**config.mk**
```make
export PLATFORM = sky130hd
export DESIGN_NAME = rational_alu_unit
export DESIGN_NICKNAME = d
export VERILOG_FILES = /design/src/rtl/rau_pkg.sv /design/src/rtl/rau_ctrl.sv /design/src/rtl/rau_dp.sv /design/src/rtl/rational_alu_unit.sv
export SDC_FILE = /design/constraint.sdc
export NUM_CORES = 2
export LEC_CHECK = 0
export BUFFER_PORTS_ARGS = -buffer_cell sky130_fd_sc_hd__buf_4
export CAP_MARGIN = 20
export CORE_MARGIN = 4
export CORE_UTILIZATION = 50
export CTS_BUF_LIST = sky130_fd_sc_hd__clkbuf_16
export CTS_CLUSTER_SIZE = 25
export DETAILED_ROUTE_END_ITERATION = 7
export PLACE_DENSITY = 0.67
export SLEW_MARGIN = 10
export SYNTH_ARGS = -nofsm -noshare
export SYNTH_HDL_FRONTEND = slang
export SYNTH_HIERARCHICAL = 1
export SYNTH_SLANG_ARGS = --single-unit
```
**constraint.sdc**
```tcl
create_clock -name clk_i -period 11 [get_ports clk_i]
set_clock_uncertainty 0.15 [all_clocks]
set_input_delay 0.55 -clock clk_i [delete_from_list [all_inputs] [get_ports clk_i]]
set_output_delay 0.55 -clock clk_i [all_outputs]
set_load 0.1 [all_outputs]
```
**src/rtl/rau_pkg.sv**
```systemverilog
`default_nettype none

package rau_pkg;

  typedef enum logic [3:0] {
    OP_ADD = 4'd0,
    OP_SUB = 4'd1,
    OP_MUL = 4'd2,
    OP_DIV = 4'd3,
    OP_EQ  = 4'd4,
    OP_NE  = 4'd5,
    OP_GT  = 4'd6,
    OP_LT  = 4'd7,
    OP_GE  = 4'd8,
    OP_LE  = 4'd9,
    OP_RED = 4'd10
  } op_e;

  typedef enum logic [2:0] {
    ST_IDLE,
    ST_DISP,
    ST_MUL,
    ST_GCD,
    ST_DVLD,
    ST_DIV,
    ST_FIN
  } state_e;

  typedef struct packed {
    logic load;
    logic mul_step;
    logic gcd_step;
    logic div_load;
    logic div_step;
    logic res_load;
  } cmd_t;

  typedef struct packed {
    logic needs_mul;
    logic needs_gcd;
    logic mul_last;
    logic gcd_done;
    logic div_last;
  } status_t;

  localparam int unsigned DigitW = 16;

endpackage

`default_nettype wire

```
**src/rtl/rau_ctrl.sv**
```systemverilog
`default_nettype none

module rau_ctrl (
  input  wire logic            clk_i,
  input  wire logic            rst_ni,
  input  wire logic            in_valid_i,
  output logic                 in_stall_o,
  output logic                 out_valid_o,
  input  wire logic            out_stall_i,
  input  wire rau_pkg::status_t status_i,
  output rau_pkg::cmd_t        cmd_o
);

  rau_pkg::state_e state_q, state_d;
  logic            out_valid_q, out_valid_d;
  logic            slot_free;

  assign slot_free = !out_valid_q || !out_stall_i;

  always_comb begin
    state_d = state_q;
    unique case (state_q)
      rau_pkg::ST_IDLE: begin
        if (in_valid_i) state_d = rau_pkg::ST_DISP;
      end
      rau_pkg::ST_DISP: begin
        priority if (status_i.needs_mul) state_d = rau_pkg::ST_MUL;
        else if (status_i.needs_gcd) state_d = rau_pkg::ST_GCD;
        else state_d = rau_pkg::ST_FIN;
      end
      rau_pkg::ST_MUL: begin
        if (status_i.mul_last) state_d = rau_pkg::ST_FIN;
      end
      rau_pkg::ST_GCD: begin
        if (status_i.gcd_done) state_d = rau_pkg::ST_DVLD;
      end
      rau_pkg::ST_DVLD: begin
        state_d = rau_pkg::ST_DIV;
      end
      rau_pkg::ST_DIV: begin
        if (status_i.div_last) state_d = rau_pkg::ST_FIN;
      end
      rau_pkg::ST_FIN: begin
        if (slot_free) state_d = rau_pkg::ST_IDLE;
      end
      default: state_d = rau_pkg::ST_IDLE;
    endcase
  end

  always_comb begin
    cmd_o          = '0;
    cmd_o.load     = (state_q == rau_pkg::ST_IDLE) && in_valid_i;
    cmd_o.mul_step = (state_q == rau_pkg::ST_MUL);
    cmd_o.gcd_step = (state_q == rau_pkg::ST_GCD) && !status_i.gcd_done;
    cmd_o.div_load = (state_q == rau_pkg::ST_DVLD);
    cmd_o.div_step = (state_q == rau_pkg::ST_DIV);
    cmd_o.res_load = (state_q == rau_pkg::ST_FIN) && slot_free;
  end

  always_comb begin
    out_valid_d = out_valid_q && out_stall_i;
    if (cmd_o.res_load) out_valid_d = 1'b1;
  end

  assign in_stall_o  = (state_q != rau_pkg::ST_IDLE);
  assign out_valid_o = out_valid_q;

  always_ff @(posedge clk_i or negedge rst_ni) begin
    if (!rst_ni) begin
      state_q     <= rau_pkg::ST_IDLE;
      out_valid_q <= 1'b0;
    end else begin
      state_q     <= state_d;
      out_valid_q <= out_valid_d;
    end
  end

endmodule

`default_nettype wire

```
**src/rtl/rau_dp.sv**
```systemverilog
`default_nettype none

module rau_dp #(
  parameter int unsigned WIDTH = 32
) (
  input  wire logic               clk_i,
  input  wire logic               rst_ni,
  input  wire logic [3:0]         op_i,
  input  wire logic signed [31:0] a_num_i,
  input  wire logic signed [31:0] a_den_i,
  input  wire logic signed [31:0] b_num_i,
  input  wire logic signed [31:0] b_den_i,
  input  wire rau_pkg::cmd_t      cmd_i,
  output rau_pkg::status_t        status_o,
  output logic signed [31:0]      res_num_o,
  output logic signed [31:0]      res_den_o,
  output logic                    flag_o
);

  localparam int unsigned InW  = (WIDTH < 32) ? WIDTH : 32;
  localparam int unsigned DW   = rau_pkg::DigitW;
  localparam int unsigned ND   = (WIDTH + DW - 1) / DW;
  localparam int unsigned DCW  = (ND > 1) ? $clog2(ND) : 1;
  localparam int unsigned CW   = $clog2(WIDTH);

  rau_pkg::op_e       op_q;
  logic [WIDTH-1:0]   an_q, ad_q, bn_q, bd_q;

  logic [1:0]         slot_q;
  logic [DCW-1:0]     dig_q;
  logic [WIDTH-1:0]   acc_q;
  logic [WIDTH-1:0]   p_q [3];

  logic [WIDTH-1:0]   gx_q, gy_q;
  logic [CW-1:0]      gk_q;

  logic [WIDTH-1:0]   dv_q;
  logic [WIDTH:0]     r1_q, r2_q;
  logic [WIDTH-1:0]   q1_q, q2_q;
  logic [CW-1:0]      cnt_q;

  logic [WIDTH-1:0]   rn_q, rd_q;
  logic               fl_q;

  logic               is_cross, two_prod, den_eq, an_pos, ad_pos;

  always_comb begin
    unique case (op_q)
      rau_pkg::OP_ADD, rau_pkg::OP_SUB, rau_pkg::OP_EQ, rau_pkg::OP_NE,
      rau_pkg::OP_GT, rau_pkg::OP_LT, rau_pkg::OP_GE, rau_pkg::OP_LE: is_cross = 1'b1;
      default: is_cross = 1'b0;
    endcase
  end

  assign two_prod = (op_q == rau_pkg::OP_MUL) || (op_q == rau_pkg::OP_DIV);
  assign den_eq   = (ad_q == bd_q);
  assign an_pos   = !an_q[WIDTH-1] && (an_q != '0);
  assign ad_pos   = !ad_q[WIDTH-1] && (ad_q != '0);

  // Multiplier: one DW-bit digit of the second operand per cycle, low WIDTH bits kept.
  logic [WIDTH-1:0]    mx, my;
  logic [WIDTH+DW-1:0] ysh, prod;
  logic [DW-1:0]       ydig;
  logic [WIDTH-1:0]    part, acc_next;
  logic                dig_last, slot_last;

  always_comb begin
    unique case (slot_q)
      2'd0: begin
        mx = an_q;
        my = (op_q == rau_pkg::OP_MUL) ? bn_q : bd_q;
      end
      2'd1: begin
        mx = ad_q;
        my = (op_q == rau_pkg::OP_MUL) ? bd_q : bn_q;
      end
      default: begin
        mx = ad_q;
        my = bd_q;
      end
    endcase
  end

  assign ysh       = {{DW{1'b0}}, my} >> (DW * dig_q);
  assign ydig      = ysh[DW-1:0];
  assign prod      = (WIDTH + DW)'(mx) * (WIDTH + DW)'(ydig);
  assign part      = WIDTH'(prod << (DW * dig_q));
  assign acc_next  = ((dig_q == '0) ? '0 : acc_q) + part;
  assign dig_last  = (dig_q == DCW'(ND - 1));
  assign slot_last = (slot_q == (two_prod ? 2'd1 : 2'd2));

  // Binary gcd step.
  logic [WIDTH-1:0] gx_d, gy_d;
  logic [CW-1:0]    gk_d;

  always_comb begin
    gx_d = gx_q;
    gy_d = gy_q;
    gk_d = gk_q;
    priority if (!gx_q[0] && !gy_q[0]) begin
      gx_d = gx_q >> 1;
      gy_d = gy_q >> 1;
      gk_d = gk_q + CW'(1);
    end else if (!gx_q[0]) begin
      gx_d = gx_q >> 1;
    end else if (!gy_q[0]) begin
      gy_d = gy_q >> 1;
    end else if (gx_q > gy_q) begin
      gx_d = gx_q - gy_q;
    end else begin
      gy_d = gy_q - gx_q;
    end
  end

  // Restoring division of both parts by the common divisor.
  logic [WIDTH:0] sh1, sh2;
  logic           ge1, ge2;

  assign sh1 = {r1_q[WIDTH-1:0], q1_q[WIDTH-1]};
  assign sh2 = {r2_q[WIDTH-1:0], q2_q[WIDTH-1]};
  assign ge1 = (sh1 >= {1'b0, dv_q});
  assign ge2 = (sh2 >= {1'b0, dv_q});

  // Result selection.
  logic [WIDTH-1:0] cn_a, cn_b, cd, rn_d, rd_d;
  logic             fl_d, gt_ab, gt_ba;

  assign cn_a  = den_eq ? an_q : p_q[0];
  assign cn_b  = den_eq ? bn_q : p_q[1];
  assign cd    = den_eq ? ad_q : p_q[2];
  assign gt_ab = ($signed(cn_a) > $signed(cn_b));
  assign gt_ba = ($signed(cn_b) > $signed(cn_a));

  always_comb begin
    rn_d = '0;
    rd_d = '0;
    fl_d = 1'b0;
    unique case (op_q)
      rau_pkg::OP_ADD: begin
        rn_d = cn_a + cn_b;
        rd_d = cd;
      end
      rau_pkg::OP_SUB: begin
        rn_d = cn_a - cn_b;
        rd_d = cd;
      end
      rau_pkg::OP_MUL, rau_pkg::OP_DIV: begin
        rn_d = p_q[0];
        rd_d = p_q[1];
      end
      rau_pkg::OP_EQ: fl_d = (cn_a == cn_b);
      rau_pkg::OP_NE: fl_d = (cn_a != cn_b);
      rau_pkg::OP_GT: fl_d = gt_ab;
      rau_pkg::OP_LT: fl_d = gt_ba;
      rau_pkg::OP_GE: fl_d = !gt_ba;
      rau_pkg::OP_LE: fl_d = !gt_ab;
      rau_pkg::OP_RED: begin
        priority if (an_q == '0) begin
          rn_d = '0;
          rd_d = WIDTH'(1);
        end else if (an_q == ad_q) begin
          rn_d = WIDTH'(1);
          rd_d = WIDTH'(1);
        end else if (!an_pos || !ad_pos) begin
          rn_d = an_q;
          rd_d = ad_q;
        end else begin
          rn_d = q1_q;
          rd_d = q2_q;
        end
      end
      default: begin
        rn_d = '0;
        rd_d = '0;
      end
    endcase
  end

  always_ff @(posedge clk_i) begin
    if (cmd_i.load) begin
      op_q <= rau_pkg::op_e'(op_i);
      an_q <= WIDTH'(a_num_i[InW-1:0]);
      ad_q <= WIDTH'(a_den_i[InW-1:0]);
      bn_q <= WIDTH'(b_num_i[InW-1:0]);
      bd_q <= WIDTH'(b_den_i[InW-1:0]);
      gx_q <= WIDTH'(a_num_i[InW-1:0]);
      gy_q <= WIDTH'(a_den_i[InW-1:0]);
    end else if (cmd_i.gcd_step) begin
      gx_q <= gx_d;
      gy_q <= gy_d;
    end
    if (cmd_i.mul_step) begin
      acc_q <= acc_next;
      if (dig_last) p_q[slot_q] <= acc_next;
    end
    if (cmd_i.div_load) begin
      dv_q <= gx_q << gk_q;
      r1_q <= '0;
      r2_q <= '0;
      q1_q <= an_q;
      q2_q <= ad_q;
    end else if (cmd_i.div_step) begin
      r1_q <= ge1 ? (sh1 - {1'b0, dv_q}) : sh1;
      r2_q <= ge2 ? (sh2 - {1'b0, dv_q}) : sh2;
      q1_q <= {q1_q[WIDTH-2:0], ge1};
      q2_q <= {q2_q[WIDTH-2:0], ge2};
    end
    if (cmd_i.res_load) begin
      rn_q <= rn_d;
      rd_q <= rd_d;
      fl_q <= fl_d;
    end
  end

  always_ff @(posedge clk_i or negedge rst_ni) begin
    if (!rst_ni) begin
      slot_q <= '0;
      dig_q  <= '0;
      gk_q   <= '0;
      cnt_q  <= '0;
    end else begin
      if (cmd_i.load) begin
        slot_q <= '0;
        dig_q  <= '0;
        gk_q   <= '0;
      end else begin
        if (cmd_i.mul_step) begin
          if (dig_last) begin
            dig_q  <= '0;
            slot_q <= slot_q + 2'd1;
          end else begin
            dig_q <= dig_q + DCW'(1);
          end
        end
        if (cmd_i.gcd_step) gk_q <= gk_d;
      end
      if (cmd_i.div_load) cnt_q <= '0;
      else if (cmd_i.div_step) cnt_q <= cnt_q + CW'(1);
    end
  end

  assign status_o.needs_mul = two_prod || (is_cross && !den_eq);
  assign status_o.needs_gcd = (op_q == rau_pkg::OP_RED) && (an_q != ad_q) && an_pos && ad_pos;
  assign status_o.mul_last  = dig_last && slot_last;
  assign status_o.gcd_done  = (gx_q == gy_q);
  assign status_o.div_last  = (cnt_q == CW'(WIDTH - 1));

  assign res_num_o = 32'($signed(rn_q));
  assign res_den_o = 32'($signed(rd_q));
  assign flag_o    = fl_q;

endmodule

`default_nettype wire

```
**src/rtl/rational_alu_unit.sv**
```systemverilog
// Channel  Direction  Handshake                Payload
// in       input      in_valid_i / in_stall_o  op_i, a_num_i, a_den_i, b_num_i, b_den_i
// out      output     out_valid_o / out_stall_i res_num_o, res_den_o, flag_o
//
// One item at a time; a transfer on in starts it and the result lands in an output register.
// Add, sub and compares with equal denominators, and reduce without a gcd, skip the multiplier.
// Cross products take three products and mul and div two, all from the 16-bit digit multiplier.
// Reduce with a gcd runs the binary gcd loop of one shift or subtract per cycle, then a
// restoring division of both parts by the gcd.
// A stalled result holds in the output register while the next item is taken in.
// Reset clears the controller and the output valid; no clearing pass is needed.
`default_nettype none

module rational_alu_unit #(
  parameter int unsigned WIDTH = 32
) (
  input  wire logic               clk_i,
  input  wire logic               rst_ni,
  input  wire logic               in_valid_i,
  output logic                    in_stall_o,
  input  wire logic [3:0]         op_i,
  input  wire logic signed [31:0] a_num_i,
  input  wire logic signed [31:0] a_den_i,
  input  wire logic signed [31:0] b_num_i,
  input  wire logic signed [31:0] b_den_i,
  output logic                    out_valid_o,
  input  wire logic               out_stall_i,
  output logic signed [31:0]      res_num_o,
  output logic signed [31:0]      res_den_o,
  output logic                    flag_o
);

  rau_pkg::cmd_t    cmd;
  rau_pkg::status_t status;

  rau_ctrl u_ctrl (
    .clk_i       (clk_i),
    .rst_ni      (rst_ni),
    .in_valid_i  (in_valid_i),
    .in_stall_o  (in_stall_o),
    .out_valid_o (out_valid_o),
    .out_stall_i (out_stall_i),
    .status_i    (status),
    .cmd_o       (cmd)
  );

  rau_dp #(
    .WIDTH (WIDTH)
  ) u_dp (
    .clk_i     (clk_i),
    .rst_ni    (rst_ni),
    .op_i      (op_i),
    .a_num_i   (a_num_i),
    .a_den_i   (a_den_i),
    .b_num_i   (b_num_i),
    .b_den_i   (b_den_i),
    .cmd_i     (cmd),
    .status_o  (status),
    .res_num_o (res_num_o),
    .res_den_o (res_den_o),
    .flag_o    (flag_o)
  );

endmodule

`default_nettype wire
```
# --- Yosys cells after proc, flatten, opt, wreduce, memory -nomap -nowiden ---
# Memories as Yosys holds them, arrays and structs flattened. A register that Yosys moved wholly into a read port is not among the register bits.
# Cells that the tools add are included.
word_totals:
  regBits: 470
  ram_bits: 96
  mem_bits_ro: 16
  in_bits: 136
  elab_cells: 188
  memories: 2
op_classes:
  addsub: 11
  multipliers: 1
  n_lt_le_gt_ge: 5
  eq_ne: 33
  n_shift: 3
  mux: 60
  n_reduce_logical: 49
mem_list:
  columns: ["name", "depth", "word_bits", "rd", "rd_ports_with_merged_regs", "wr", "line", "text"]
  rows:
  - ["u_dp.p_q", 3, 32, 3, 0, 1, "rau_dp.sv:32", "logic [WIDTH-1:0] p_q [3];"]
  - ["(name not given)", 16, 1, 1, 1, 0, "rau_dp.sv:48", "unique case (op_q)"]
op_table:
  columns: ["operator", "n"]
  rows:
  - ["32-bit 2-to-1 mux", 31]
  - ["32-bit subtractor", 5]
  - ["32-bit == test", 4]
  - ["32-bit case mux with 4 select lines", 1]
  - ["32-bit greater-than comparator", 3]
  - ["32-bit case mux with 3 select lines", 1]
  - ["33-bit by 32-bit >= comparator with 1-bit output", 2]
  - ["32-bit adder", 2]
  - ["32-bit inequality test", 2]
  - ["32-bit case mux with 2 select lines", 1]
  - ["32-bit nonzero test", 2]
  - ["32-bit by 16-bit multiplier with 48-bit output", 1]
  - ["48-bit by 5-bit left shift with 32-bit output", 1]
  - ["32-bit zero test", 1]
  - ["32-bit by 5-bit left shift with 32-bit output", 1]
  - ["32-bit by 5-bit >> shifter with 16-bit output", 1]
  - ["5-bit 2-to-1 mux", 5]
  - ["3-bit 2-to-1 mux", 7]
  - ["3-bit case mux with 7 select lines", 1]
  - ["4-bit by 3-bit == test with 1-bit output, second input constant", 4]
  - ["4-bit == test, second input constant", 3]
  - ["1-bit logical AND", 12]
  - ["1-bit zero test", 12]
  - ["4-bit inequality test, second input constant", 3]
  - ["27 further kinds", 56]

# --- Longest topological paths before layout ---
depth:
  depth_word: 8
  depth_mapped: 46

# --- Cells and area by module ---
# The synthesis kept the hierarchy.
by_module_without_submodules:
  columns: ["mod", "n_inst", "cells_each", "area_per_inst_um2", "seq_area_each_um2"]
  rows:
  - ["rau_dp", 1, 5564, 51510.7, 16190.5]
  - ["rau_ctrl", 1, 36, 275.3, 100.1]

# --- Worst setup path before layout ---
# OpenSTA, ideal clock, no wires.
synth_path:
  path_kind: "register to register"
  startpoint: "register u_dp.slot_q[0]"
  endpoint: "register u_dp.acc_q[30] (data pin)"
  arrival_ns: 9.758
  t_required_ns: 10.575
  setup_slack_ns: 0.817
  stages_incl_launch_ff: 43
  path_cell_list: "dfrtp_1 -> inv_1 -> ha_1 -> buf_2 -> buf_2 -> clkbuf_1 -> clkbuf_1 -> buf_2 -> buf_1 -> clkbuf_1 -> mux2i_1 -> nor2_1 -> fa_1 -> inv_1 -> fa_1 -> fa_1 -> inv_1 -> fa_1 -> [7 not listed] -> o21ai_0 -> nand2b_1 -> or3_1 -> a21o_1 -> a31o_2 -> a21oi_1 -> xor2_1 -> mux2i_1 -> ha_1 -> a21o_1 -> a21o_1 -> a21o_1 -> a21o_1 -> a21oi_1 -> o31a_1 -> nor2_1 -> o31ai_1 -> xnor2_1"
synth_via:
  elab_chain_len: 6
  elab_cells_between_ends: 8
  cone_classes: "add/sub: 1; mul: 1; eq/ne: 1; shift: 2; mux: 2; reduce/logical: 1"
synth_rtl:
  columns: ["item", "line", "text"]
  rows:
  - ["start, declared", "rau_dp.sv:29", "logic [1:0] slot_q;"]
  - ["start signal, assigned", "rau_dp.sv:230", "slot_q <= slot_q + 2'd1;"]
  - ["2-bit by 1-bit == test with 1-bit output / 2-bit zero test (equally long branches)", "rau_dp.sv:68", "unique case (slot_q)"]
  - ["32-bit case mux with 2 select lines", "rau_dp.sv:68", null]
  - ["32-bit by 5-bit >> shifter with 16-bit output", "rau_dp.sv:84", "assign ysh = {{DW{1'b0}}, my} >> (DW * dig_q);"]
  - ["32-bit by 16-bit multiplier with 48-bit output (*)", "rau_dp.sv:86", "assign prod = (WIDTH + DW)'(mx) * (WIDTH + DW)'(ydig);"]
  - ["48-bit by 5-bit left shift with 32-bit output (*)", "rau_dp.sv:87", "assign part = WIDTH'(prod << (DW * dig_q));"]
  - ["32-bit adder (*)", "rau_dp.sv:88", "assign acc_next = ((dig_q == '0) ? '0 : acc_q) + part;"]
  - ["named net u_dp.acc_next[30]", "rau_dp.sv:64", "logic [WIDTH-1:0] part, acc_next;"]
  - ["end signal, assigned", "rau_dp.sv:193", "acc_q <= acc_next;"]
  - ["end, declared", "rau_dp.sv:31", "logic [WIDTH-1:0] acc_q;"]
# Mark *: on every way through the listed nets, which the timed path passes. The rest lies on a longest branch.
# A chain may end at the register's enable or synchronous reset.

# --- Worst setup path after layout ---
layout_path:
  startpoint: "register u_dp.op_q[2]"
  endpoint: "memory u_dp.p_q[1][31] (data pin)"
layout_via:
  elab_chain_len: 7
  elab_cells_between_ends: 8
  cone_classes: "add/sub: 1; mul: 1; eq/ne: 1; shift: 2; mux: 3"
layout_rtl:
  columns: ["item", "line", "text"]
  rows:
  - ["start, declared", "rau_dp.sv:26", "rau_pkg::op_e op_q;"]
  - ["start signal, assigned", "rau_dp.sv:181", "op_q <= rau_pkg::op_e'(op_i);"]
  - ["4-bit by 2-bit == test with 1-bit output (*)", "rau_dp.sv:71, rau_dp.sv:75", null]
  - ["32-bit 2-to-1 mux, on equally long branches", "rau_dp.sv:75, rau_dp.sv:71", null]
  - ["32-bit case mux with 2 select lines (*)", "rau_dp.sv:68", null]
  - ["32-bit by 5-bit >> shifter with 16-bit output (*)", "rau_dp.sv:84", null]
  - ["32-bit by 16-bit multiplier with 48-bit output (*)", "rau_dp.sv:86", null]
  - ["48-bit by 5-bit left shift with 32-bit output (*)", "rau_dp.sv:87", null]
  - ["32-bit adder (*)", "rau_dp.sv:88", null]
  - ["named net u_dp.acc_next[31]", "rau_dp.sv:64", null]
  - ["end, declared", "rau_dp.sv:32", null]
# Marked as above.

==> summary.md <==
| Metric | Value |
|---|---|
| CTS tree | `yes` |
| Multi-input logic area | `~32000 µm²` |
| Mapped Cells | `5600` |
| Failing checks | `design-rule violations` |
| Initial antenna violation count | `7` |
| Fin. Hold Viols | `0` |
| Later-pin clock latency in the skew report | `roughly 0.67 ns` |
| Cell Count, Final, Fillers Out | `between 7000 and 8000` |
| Top FF cell, synth | `edfxtp_1` |
| Metal-1 WL | `around 74 mm` |
| Initial Utilization | `0.506` |
| Post-synth net total | `roughly 6400` |
| Share of layout cells above drive strength 1 | `0.106` |
| R2r worst-path depth | `40` |
| GRT Residual Overflow | `0` |
| CP Depth | `40` |
| EDFF count, synth | `between 400 and 500` |
| RePlAce Congestion | `a little over 1` |
| Fillers | `a little over 9000` |
| Iteration-0 DRC Markers | `between 5000 and 6000` |
| Clk slew on worst S/H paths | `0.06 ns` |
| YS warnings | `6` |
| Outcome | `finished, violations left` |
| Final setup violation count | `0` |
| CTS max path bufs | `3` |
| Number of flip-flops in the largest register | `96` |
| Port Buf Inserts | `202` |
| WP data required | `between 10 and 15 ns` |
| Yosys reg bits | `approximately 570` |
| Final Slew Violations | `0` |
| Post-layout nets | `between 6000 and 7000` |
| Chip height | `~330 µm` |
| Gr usage total | `0.333` |
| Worst slack, placed | `approximately 0.45 ns` |
| CP bufs+invs | `7` |
| CP top delay family | `adder cells` |
| Routed length on met2 | `around 81 mm` |
| Worst-Margin Slew | `around 1.3 ns` |
| Async set or reset register ratio after synthesis | `0.0300` |
| Core Rows | `117` |
| Max_cap viols | `0` |
| Final WS setup | `0.575 ns` |
| Post-synth cell types | `between 100 and 150` |
| DR top layer | `met5` |
| Area Overhead vs Synth | `12.9%` |
| First-pass GRT wire length | `roughly 270 mm` |
| Root Buffer | `clkbuf_16` |
| Clk sinks | `567` |
| Vias | `~44000` |
| H-tree levels | `3` |
| R2R Path End | `u_dp/p_q[1][31]` |
| Final min period | `~10 ns` |
| Unrepaired setup endpoints after global routing | `no` |
| Hold Startpoint | `a_den_i[17]` |
| Critical Path Source Type | `flop` |
| Final core utilization | `0.571` |
| Drt first pass iters | `8` |
| Die area | `between 100000 and 150000 µm²` |
| DRC Markers | `1` |
| Area of the mapped netlist | `between 50000 and 60000 µm²` |
| Largest net degree at the start of global routing | `189` |
| DR vias/cell | `roughly 6.2` |
| Final ANT Viol Nets | `0` |
| Post-CTS Setup Bufs | `0` |
| Setup TNS | `0 ns` |
| Start of the worst register-to-register path | `u_dp/op_q[2]` |
| Syn Area/Cell | `9.25 µm²` |
| Placed insts | `between 6000 and 7000` |
| Hold Path Class | `in2reg` |
| Crit Path Category | `reg2reg` |
| Hold Path Stages | `1` |
| Crit. End Element | `flop` |
| Met3 WL | `slightly below 20 mm` |
| Max FO, Critical Path | `20` |
| Worst-case hold path end point | `u_dp/ad_q[17]` |
| Core region area | `between 100000 and 150000 µm²` |
| Vias in the first global route | `around 42000` |
| Post-Route WL | `185 mm` |
| Fin crit share | `0.948` |
| FF+latch area | `16300 µm²` |
| Die width | `~330 µm` |
| WP data arrival | `approximately 11 ns` |
| Average wire per standard cell | `25.6 µm` |
| Critical path's most frequent cell | `fa_1` |
| CTS buffer count | `slightly below 70` |
| Fmax | `approximately 96 MHz` |
| Slowest cell on crit path | `or4b_4` |
| Largest Register | `u_dp/p_q` |
| Max-slew headroom | `0.131` |
| Seq/Total Area, Yosys | `0.315` |
| Worst path max stage delay | `around 0.76 ns` |
| DPL Wire Length | `~140 mm` |
| IO Pins | `approximately 200` |
| Worst R2R Setup Slack | `~0.58 ns` |
[cell usage after synthesis (all sizes together) (70+ instances only)]
cell,number,area (µm²)
nand2,615,2310
inv,635,2380
a21o,141,1060
clkbuf,250,941
xor2,89,780
a21oi,423,2130
xnor2,178,1560
and2,70,438
nor2,396,1490
mux2i,207,2070
fa,310,6210
mux2,129,1450
edfxtp,485,14600
nor3,72,365
ha,325,4070
o21ai,274,1380
[cells by family after synthesis]
logic type               after synthesis  synth area share
flip-flops                           567             0.315
multiplexers                         348            0.0733
XOR/XNOR                             272            0.0474
adder cells (fa/ha/maj)              635             0.198
buffers and inverters                951            0.0705
AO/OA/AOI/OAI                       1294             0.160
other                                  1         0.0000724
AND/OR/NAND/NOR                     1532             0.136
[through the flow]
step / area, µm² / hold WS (ns)
floorplan: 51800 / 0.104
global placement: 54600 / 0.297
detailed placement: 54600 / 0.301
CTS: 58400 / 0.00475
global route: 58400 / 0.0263
finish: 58400 / 0.0313
[routing by layer]
metal	GRT usage	up-vias
met4	0.156	6
met2	0.503	2428
met1	0.450	21700
li1	-	19800
met3	0.0819	461
met5	0.00710	-
[cells in the final DEF, fill, tap and decap left out, types with 141 or more instances in the layout]
cell type,instances
a21o_1,141
a21oi_1,421
buf_4,286
edfxtp_1,485
fa_1,310
ha_1,324
inv_1,639
mux2i_1,207
nand2_1,610
nor2_1,390
o21ai_0,269
xnor2_1,178
[final cells by class]
cell class                 count  area share
multi-input combinational   4082       0.548
sequential                   567       0.279
timing repair buffer         424      0.0609
inverter                     640      0.0411
clock buffer                  69      0.0295
tap                         1368      0.0293
clock inverter                57      0.0124
antenna                        3    0.000128
[timing repair]
item                                    CTS  global route
endpoints found under the setup margin    0            24
endpoints found under the hold margin   148             0
hold buffers                            132             0
gates resized for setup                   0             8
[worst max path at each step]
stage / start / end
2_1_floorplan: u_dp/slot_q[0] / u_dp/acc_q[30]
3_3_place_gp: u_dp/op_q[2] / u_dp/p_q[0][30]
3_5_place_dp: u_dp/op_q[2] / u_dp/acc_q[31]
4_1_cts: u_dp/op_q[2] / u_dp/p_q[2][31]
5_1_grt: u_dp/op_q[2] / u_dp/acc_q[31]
6_report: u_dp/op_q[2] / u_dp/p_q[1][31]
Power is not shown: default switching activity piles up to over one toggle a cycle in this logic, so the estimate is an artifact.
